$ cat src/rtl/smx_pkg.sv
// ----------------------------------------------------------------------------
// smx_pkg
// Shared types and constants of the stack machine executor.
// ----------------------------------------------------------------------------
package smx_pkg;

    localparam int STACK_DEPTH = 16;
    localparam int VAR_COUNT   = 64;
    localparam int FRAC_BITS   = 32;

    localparam int DATA_W = 64;
    localparam int OP_W   = 3;
    localparam int VIDX_W = 6;
    localparam int STAT_W = 3;
    localparam int SP_W   = $clog2(STACK_DEPTH + 1);
    localparam int STK_AW = $clog2(STACK_DEPTH);
    localparam int VAR_AW = $clog2(VAR_COUNT);

    typedef enum logic [OP_W-1:0] {
        OP_PUSH  = 3'd0,
        OP_LOAD  = 3'd1,
        OP_STORE = 3'd2,
        OP_ADD   = 3'd3,
        OP_SUB   = 3'd4,
        OP_MUL   = 3'd5,
        OP_DIV   = 3'd6,
        OP_PRINT = 3'd7
    } t_op;

    typedef enum logic [STAT_W-1:0] {
        ST_OK    = 3'd0,
        ST_UNDEF = 3'd1,
        ST_UFLOW = 3'd2,
        ST_DIV0  = 3'd3,
        ST_OFLOW = 3'd4,
        ST_SKIP  = 3'd5
    } t_status;

    typedef struct packed {
        logic start;
        logic is_div;
    } t_md_req;

    typedef struct packed {
        logic done;
        logic sat;
    } t_md_rsp;

endpackage

$ cat src/rtl/smx_muldiv.sv
// ----------------------------------------------------------------------------
// smx_muldiv
// Shared iterative fixed-point multiplier (shift-add, one bit a cycle) and
// restoring divider (one quotient bit a cycle), with saturation.
// ----------------------------------------------------------------------------
module smx_muldiv (
    input  logic                       i_clk,
    input  logic                       i_rst_n,
    input  smx_pkg::t_md_req           i_req,
    input  logic [smx_pkg::DATA_W-1:0] i_a,
    input  logic [smx_pkg::DATA_W-1:0] i_b,
    output smx_pkg::t_md_rsp           o_rsp,
    output logic [smx_pkg::DATA_W-1:0] o_result
);
    import smx_pkg::*;

    localparam int CNT_W = 8;
    localparam logic [CNT_W-1:0] MUL_LAST = CNT_W'(DATA_W - 1);
    localparam logic [CNT_W-1:0] DIV_LAST = CNT_W'(2 * DATA_W - 1);
    localparam logic [DATA_W-1:0] MAXP = {1'b0, {(DATA_W-1){1'b1}}};
    localparam logic [DATA_W-1:0] MINN = {1'b1, {(DATA_W-1){1'b0}}};

    logic                  r_busy, r_fin, r_div, r_neg;
    logic [CNT_W-1:0]      r_cnt;
    logic [2*DATA_W-1:0]   r_acc;
    logic [DATA_W-1:0]     r_rem;
    logic [DATA_W-1:0]     r_y;

    logic [DATA_W-1:0]     mag_a, mag_b;
    logic [DATA_W:0]       madd;
    logic [DATA_W:0]       dtry;
    logic                  dge;
    logic [2*DATA_W-1:0]   q;
    logic                  over;

    assign mag_a = i_a[DATA_W-1] ? (~i_a + 1'b1) : i_a;
    assign mag_b = i_b[DATA_W-1] ? (~i_b + 1'b1) : i_b;

    // adder for the multiply, trial compare and subtract for the divide
    assign madd = {1'b0, r_acc[2*DATA_W-1:DATA_W]} + (r_acc[0] ? {1'b0, r_y} : '0);
    assign dtry = {r_rem, r_acc[2*DATA_W-1]};
    assign dge  = dtry >= {1'b0, r_y};

    always_ff @(posedge i_clk) begin
        if (!i_rst_n) begin
            r_busy <= 1'b0;
            r_fin  <= 1'b0;
            r_cnt  <= '0;
        end else begin
            r_fin <= 1'b0;
            if (i_req.start) begin
                r_busy <= 1'b1;
                r_cnt  <= '0;
            end else if (r_busy) begin
                r_cnt <= r_cnt + 1'b1;
                if (r_cnt == (r_div ? DIV_LAST : MUL_LAST)) begin
                    r_busy <= 1'b0;
                    r_fin  <= 1'b1;
                end
            end
        end
    end

    always_ff @(posedge i_clk) begin
        if (i_req.start) begin
            r_div <= i_req.is_div;
            r_neg <= i_a[DATA_W-1] ^ i_b[DATA_W-1];
            r_y   <= mag_b;
            r_rem <= '0;
            r_acc <= i_req.is_div ? ({{DATA_W{1'b0}}, mag_a} << FRAC_BITS)
                                  : {{DATA_W{1'b0}}, mag_a};
        end else if (r_busy) begin
            if (r_div) begin
                r_rem <= dge ? DATA_W'(dtry - {1'b0, r_y}) : dtry[DATA_W-1:0];
                r_acc <= {r_acc[2*DATA_W-2:0], dge};
            end else begin
                r_acc <= {madd, r_acc[DATA_W-1:1]};
            end
        end
    end

    assign q = r_div ? r_acc : (r_acc >> FRAC_BITS);

    always_comb begin
        if (!r_neg) begin
            over     = (q[2*DATA_W-1:DATA_W] != '0) || (q[DATA_W-1:0] > MAXP);
            o_result = over ? MAXP : q[DATA_W-1:0];
        end else begin
            over     = (q[2*DATA_W-1:DATA_W] != '0) || (q[DATA_W-1:0] > MINN);
            o_result = over ? MINN : (~q[DATA_W-1:0] + 1'b1);
        end
    end

    assign o_rsp.done = r_fin;
    assign o_rsp.sat  = over;

endmodule

$ cat config.mk
export PLATFORM = sky130hd
export DESIGN_NAME = smx_muldiv
export DESIGN_NICKNAME = d
export VERILOG_FILES = /design/src/rtl/smx_pkg.sv /design/src/rtl/smx_muldiv.sv
export SDC_FILE = /design/constraint.sdc
export NUM_CORES = 1
export LEC_CHECK = 0
export CORE_MARGIN = 3
export CORE_UTILIZATION = 50
export CTS_CLUSTER_DIAMETER = 80
export CTS_CLUSTER_SIZE = 10
export DETAILED_ROUTE_END_ITERATION = 7
export DONT_BUFFER_PORTS = 1
export SLEW_MARGIN = 20
export SYNTH_ARGS = -nofsm -noshare
export SYNTH_HDL_FRONTEND = slang
export SYNTH_SLANG_ARGS = --single-unit
$ cat constraint.sdc
create_clock -name i_clk -period 6.5 [get_ports i_clk]
set_clock_uncertainty 0.05 [all_clocks]
set_input_delay 0.975 -clock i_clk [delete_from_list [all_inputs] [get_ports i_clk]]
set_output_delay 0.975 -clock i_clk [all_outputs]
set_load 0.03 [all_outputs]
* Yosys cells after proc, flatten, opt, wreduce, memory -nomap -nowiden *
Cells that the tools add are included.

cells by class
  add/subtract/negate cells = 6
  $lt $le $gt $ge = 3
  equality and inequality tests = 1
  muxes and demuxes = 18
  bitwise operators = 6
  reductions and logical operators = 7

operator list
  kind                   count
  $mux 128               4
  $mux 64                6
  $add 64x1->64 const B  3
  $not 64->64            3
  $mux 96                1
  $add 64x64->65         1
  $ge 65x64->1           1
  $gt 64x63->1 const B   1
  $gt 64x64->1 const B   1
  $reduce_bool 64->1     1
  $sub 64x64->64         1
  $mux 63                1
  $add 8x1->8 const B    1
  $eq 8x7->1             1
  $mux 7                 1
  $mux 1                 5
  $reduce_or 3->1        1
  $logic_or 1x1->1       2
  $not 1->1              2
  $reduce_and 2->1       1
  $reduce_bool 2->1      1
  $reduce_or 2->1        1
  $xor 1x1->1            1

word-level totals
  bits in registers = 268
  input port bits = 132
  word-level logic and storage cells = 50

* Depth between registers and ports, before layout *
  depth in word-level cells = 5
  depth in mapped cells = 21

* Worst setup path before layout *
No wires, ideal clock.

  path type = register to output
  start point = register r_div
  end point = output port o_result[62] (netlist name)
  arrival time = 4.103 ns
  required time = 5.475 ns
  setup slack = 1.372 ns
  cell stages (with the launch flop) = 21
  path buffers = 8
  path through = edfxtp_1 buf_2 buf_4 buf_2 buf_2 buf_2 buf_2 buf_2 a21o_1 inv_1 ha_1 o221a_2 and3_1 and4_1 nand2_1 nor2_1 nand3_1 a21oi_2 buf_2 o21ai_0 a22oi_1

between the ends
  longest elaborated chain between the ends = 5
  elaborated cells on any way between the ends = 11

RTL lines
  what                                         RTL line                            RTL
  from (decl)                                  smx_muldiv.sv:23                    logic r_busy, r_fin, r_div, r_neg;
  from (signal assigned)                       smx_muldiv.sv:66                    r_div <= i_req.is_div;
  $mux 128 (*)                                 smx_muldiv.sv:82                    assign q = r_div ? r_acc : (r_acc >> FRAC_BITS);
  $not 64->64, or another cell as far along    smx_muldiv.sv:90                    o_result = over ? MINN : (~q[DATA_W-1:0] + 1'b1);
  $add 64x1->64, or another cell as far along  smx_muldiv.sv:90
  $mux 64, on equally long branches            smx_muldiv.sv:90, smx_muldiv.sv:87
  $mux 64 (*)                                  smx_muldiv.sv:85                    if (!r_neg) begin
  to (decl)                                    smx_muldiv.sv:13                    output logic [smx_pkg::DATA_W-1:0] o_result

Every way passes the cells marked *; elsewhere a longest branch is shown, timed or not.

* Final worst setup path *
  start point = register r_div
  end point = output port o_result[57] (netlist name)

Same word-level chain as after synthesis.

==> out/results.txt <==
Crit-path slowest cell = edfxtp_1
Core Area = 0.0503 mm2
critical path required time = 5.47 ns
Setup WS pre-CTS = 1.14 ns
post-CTS setup buffer count = 0
area occupied by multi-input gates = 0.0170 mm2
CP Launch Type = register
Root Buffer = clkbuf_16
worst flop-to-flop path endpoint = r_acc[127]
highest routing layer actually used = met4
Clock Latency Late Sink = 0.57 ns
clock buffer depth = 3
antenna violations before repair = 0
CTS Hold Bufs = 0
Max Cap Viol = 0
post-CTS resize count = 0
outcome = completed
Syn Std Cell Area = 0.0255 mm2
reg2reg start = r_acc[0]
Placer Congestion = 0.975
Cell Pwr Density = 241 mW/mm2
routed via count = 24800
Cell variety after synth = 87
CTS tree = yes
Syn Inst Count = 3194
Crit path top cell by count = buf_4
die area = 0.0537 mm2
Synth area leader = edfxtp_1
Synth area leaders = edfxtp_1, a21oi_1, ha_1
Initial Utilization = 0.506
Tot GR Track Use = 0.326
Site Rows = 82
ant diodes = 0
DR DRC count = 0
DP HPWL = 69000 um
Final ANT Viol Nets = 0
ys flop type = edfxtp_1
CTS sink count = 268
worst slew pin tran = 1.08 ns
WP buf/inv = 3
Leak = 10.9 nW
layout cell share with drive strength beyond 1 = 0.0615
crit path cell chain = buf_4 -> mux2i_1 -> o221ai_1 -> nor4_2 -> and4_1 -> nand2_1 -> nor2_1 -> nand3_1 -> a21oi_4 -> buf_12 -> o21ai_0 -> a22oi_1 -> buf_4
Final Hold Vio Count = 0
post-synth top area share = 0.229
Tmin final = 6.05 ns
H-tree levels = 2
TritonRoute pass-1 iters = 8
crit path from = r_div
delay-heaviest family, CP = simple AND/OR/NAND/NOR gates
Port Buffers = 0
fin nets = 3401
Worst slew margin = 0.278
Synth warnings = 0
worst reg2reg path depth = 14
vias per cell = 6.47
Post-synth EDFFs = 194
Crit Path Class = register to primary output
f_max = 165 MHz
syn_area_per_cell = 7.97 um2
total CTS buffers = 34
Crit. path cell count = 13
boundary pin count = 198
initial DRC count = 2365
R2R setup slack = 1.74 ns
non-filler instance count after layout = 3829
Async SR Flop Fraction = 0
Reg clk slew, reported paths = 0.06 ns
largest net degree at the start of global routing = 183
maximum vdd drop = 0.000186 V
met3 WL = 5850 um
crit path DAT = 5.02 ns
CP Capture Point = o_result[57]
Synth Net Count = 3460
Fill cells = 4787
Die Span X = 232 um
chip height = 232 um
final wirelength = 90600 um
period utilisation layout = 0.930
CP endpoint kind = primary output
Final WS setup = 0.454 ns
setup_tns = 0 ns
global-route wire length before repair = 138000 um
placed cells = 3771
DR WL/cell = 23.7 um
worst min path class = register to register
final setup fails = 0
Max Slew Vio Count = 0
grt total ovfl = 0
register area share after synthesis = 0.287
storage element area = 0.00731 mm2
maximum net fanout on the critical path = 46
RSZ-0062 raised after global routing = no
Max stage delay on crit path = 0.76 ns
WL met2 = 42400 um
vias in the first global route = 23500
flops & latches, synth = 268
Met1 Wirelength = 38100 um
Area Growth Syn to Fin = 7.28%
## state kept, by name (all words and copies together), names as in the netlist
register and flops:
r_neg 1, r_acc 128, r_rem 64, r_div 1, r_y 64, r_busy 1
r_fin 1, r_cnt 8
## worst register-to-register path, stage by stage (launching register included)
cell and delay, ns:
edfxtp_1 0.44, buf_4 0.28, and2_1 0.25, fa_1 0.46
a211oi_1 0.40, o21ai_0 0.19, a21oi_1 0.30, o21ai_0 0.19
buf_4 0.19, a311oi_1 0.51, o31ai_1 0.23, a21oi_1 0.36
o31ai_1 0.16, a2111oi_0 0.42, nor3_1 0.08
## synth_stat cells (32+ instances only)
library cell,instances
a21o_1,76
nor4_1,37
nor3_1,69
xor2_1,97
nor2_1,215
nand3_1,49
o22ai_1,67
and3_1,34
o21bai_1,32
a21oi_1,351
o31ai_1,45
inv_1,120
o21ai_0,285
ha_1,132
edfxtp_1,194
dfxtp_1,74
clkbuf_1,134
nand2_1,318
a22oi_1,43
nand4_1,51
mux2i_1,122
xnor2_1,146
and2_1,78
nor2b_1,41
## final cells by class
type                            instances  area share
Clock buffer                           53      0.0356
Clock inverter                          5     0.00280
Timing Repair Buffer                   81      0.0236
Multi-Input combinational cell       2627       0.623
Sequential cell                       268       0.268
Inverter                              123      0.0169
Tap cell                              672      0.0308
## layer usage
metal  up-vias  track usage
met5         -            0
met4         0        0.140
met2       955        0.548
met1     11900        0.421
met3       234       0.0431
li1      11700            -
## worst min-delay path by stage
stage	endpoint	cells after the start	slack (ns)	start
2_1_floorplan	r_rem[20]	2	0.40	r_rem[20]
3_3_place_gp	r_rem[20]	2	0.42	r_rem[20]
3_5_place_dp	r_cnt[5]	2	0.43	r_cnt[5]
4_1_cts	r_y[0]	0	0.43	i_b[0]
5_1_grt	r_y[0]	0	0.43	i_b[0]
6_report	r_cnt[5]	2	0.43	r_cnt[5]
## power breakdown
part | switching, mW | internal (mW)
sequential | 0.305 | 2.09
clock | 0.796 | 1.07
combinational | 1.43 | 0.883
total | 2.53 | 4.04
## kinds of logic after synthesis
group | after synthesis | share of synthesized area
muxes | 142 | 0.0568
AOI/OAI and AO/OA | 1081 | 0.259
and+or+nand+nor | 1027 | 0.201
buffers and inverters | 299 | 0.0461
DFF | 268 | 0.287
adders and majority gates | 134 | 0.0665
xor gates and xnor gates | 243 | 0.0836
## stage by stage
step           power, mW   util  cell area, um2  hold slack (ns)
5_1_grt             6.90  0.543           27300            0.432
3_3_place_gp        4.66  0.522           26300            0.416
6_report            6.57  0.543           27300            0.435
2_1_floorplan       3.99      -           25500            0.399
3_5_place_dp        4.68  0.522           26300            0.430
4_1_cts             6.56  0.543           27300            0.432
## layout by cell type (no fill, tap or decap), types with 74 or more instances in the layout
| cell type | instances |
|---|---|
| buf_4 | 78 |
| dfxtp_1 | 74 |
| nor2_1 | 215 |
| ha_1 | 132 |
| a21oi_1 | 351 |
| a21o_1 | 76 |
| inv_1 | 119 |
| xnor2_1 | 146 |
| nand2_1 | 316 |
| edfxtp_1 | 194 |
| xor2_1 | 97 |
| o21ai_0 | 285 |
| mux2i_1 | 122 |
| and2_1 | 77 |
Note: power is estimated with default switching activity, not from simulation.
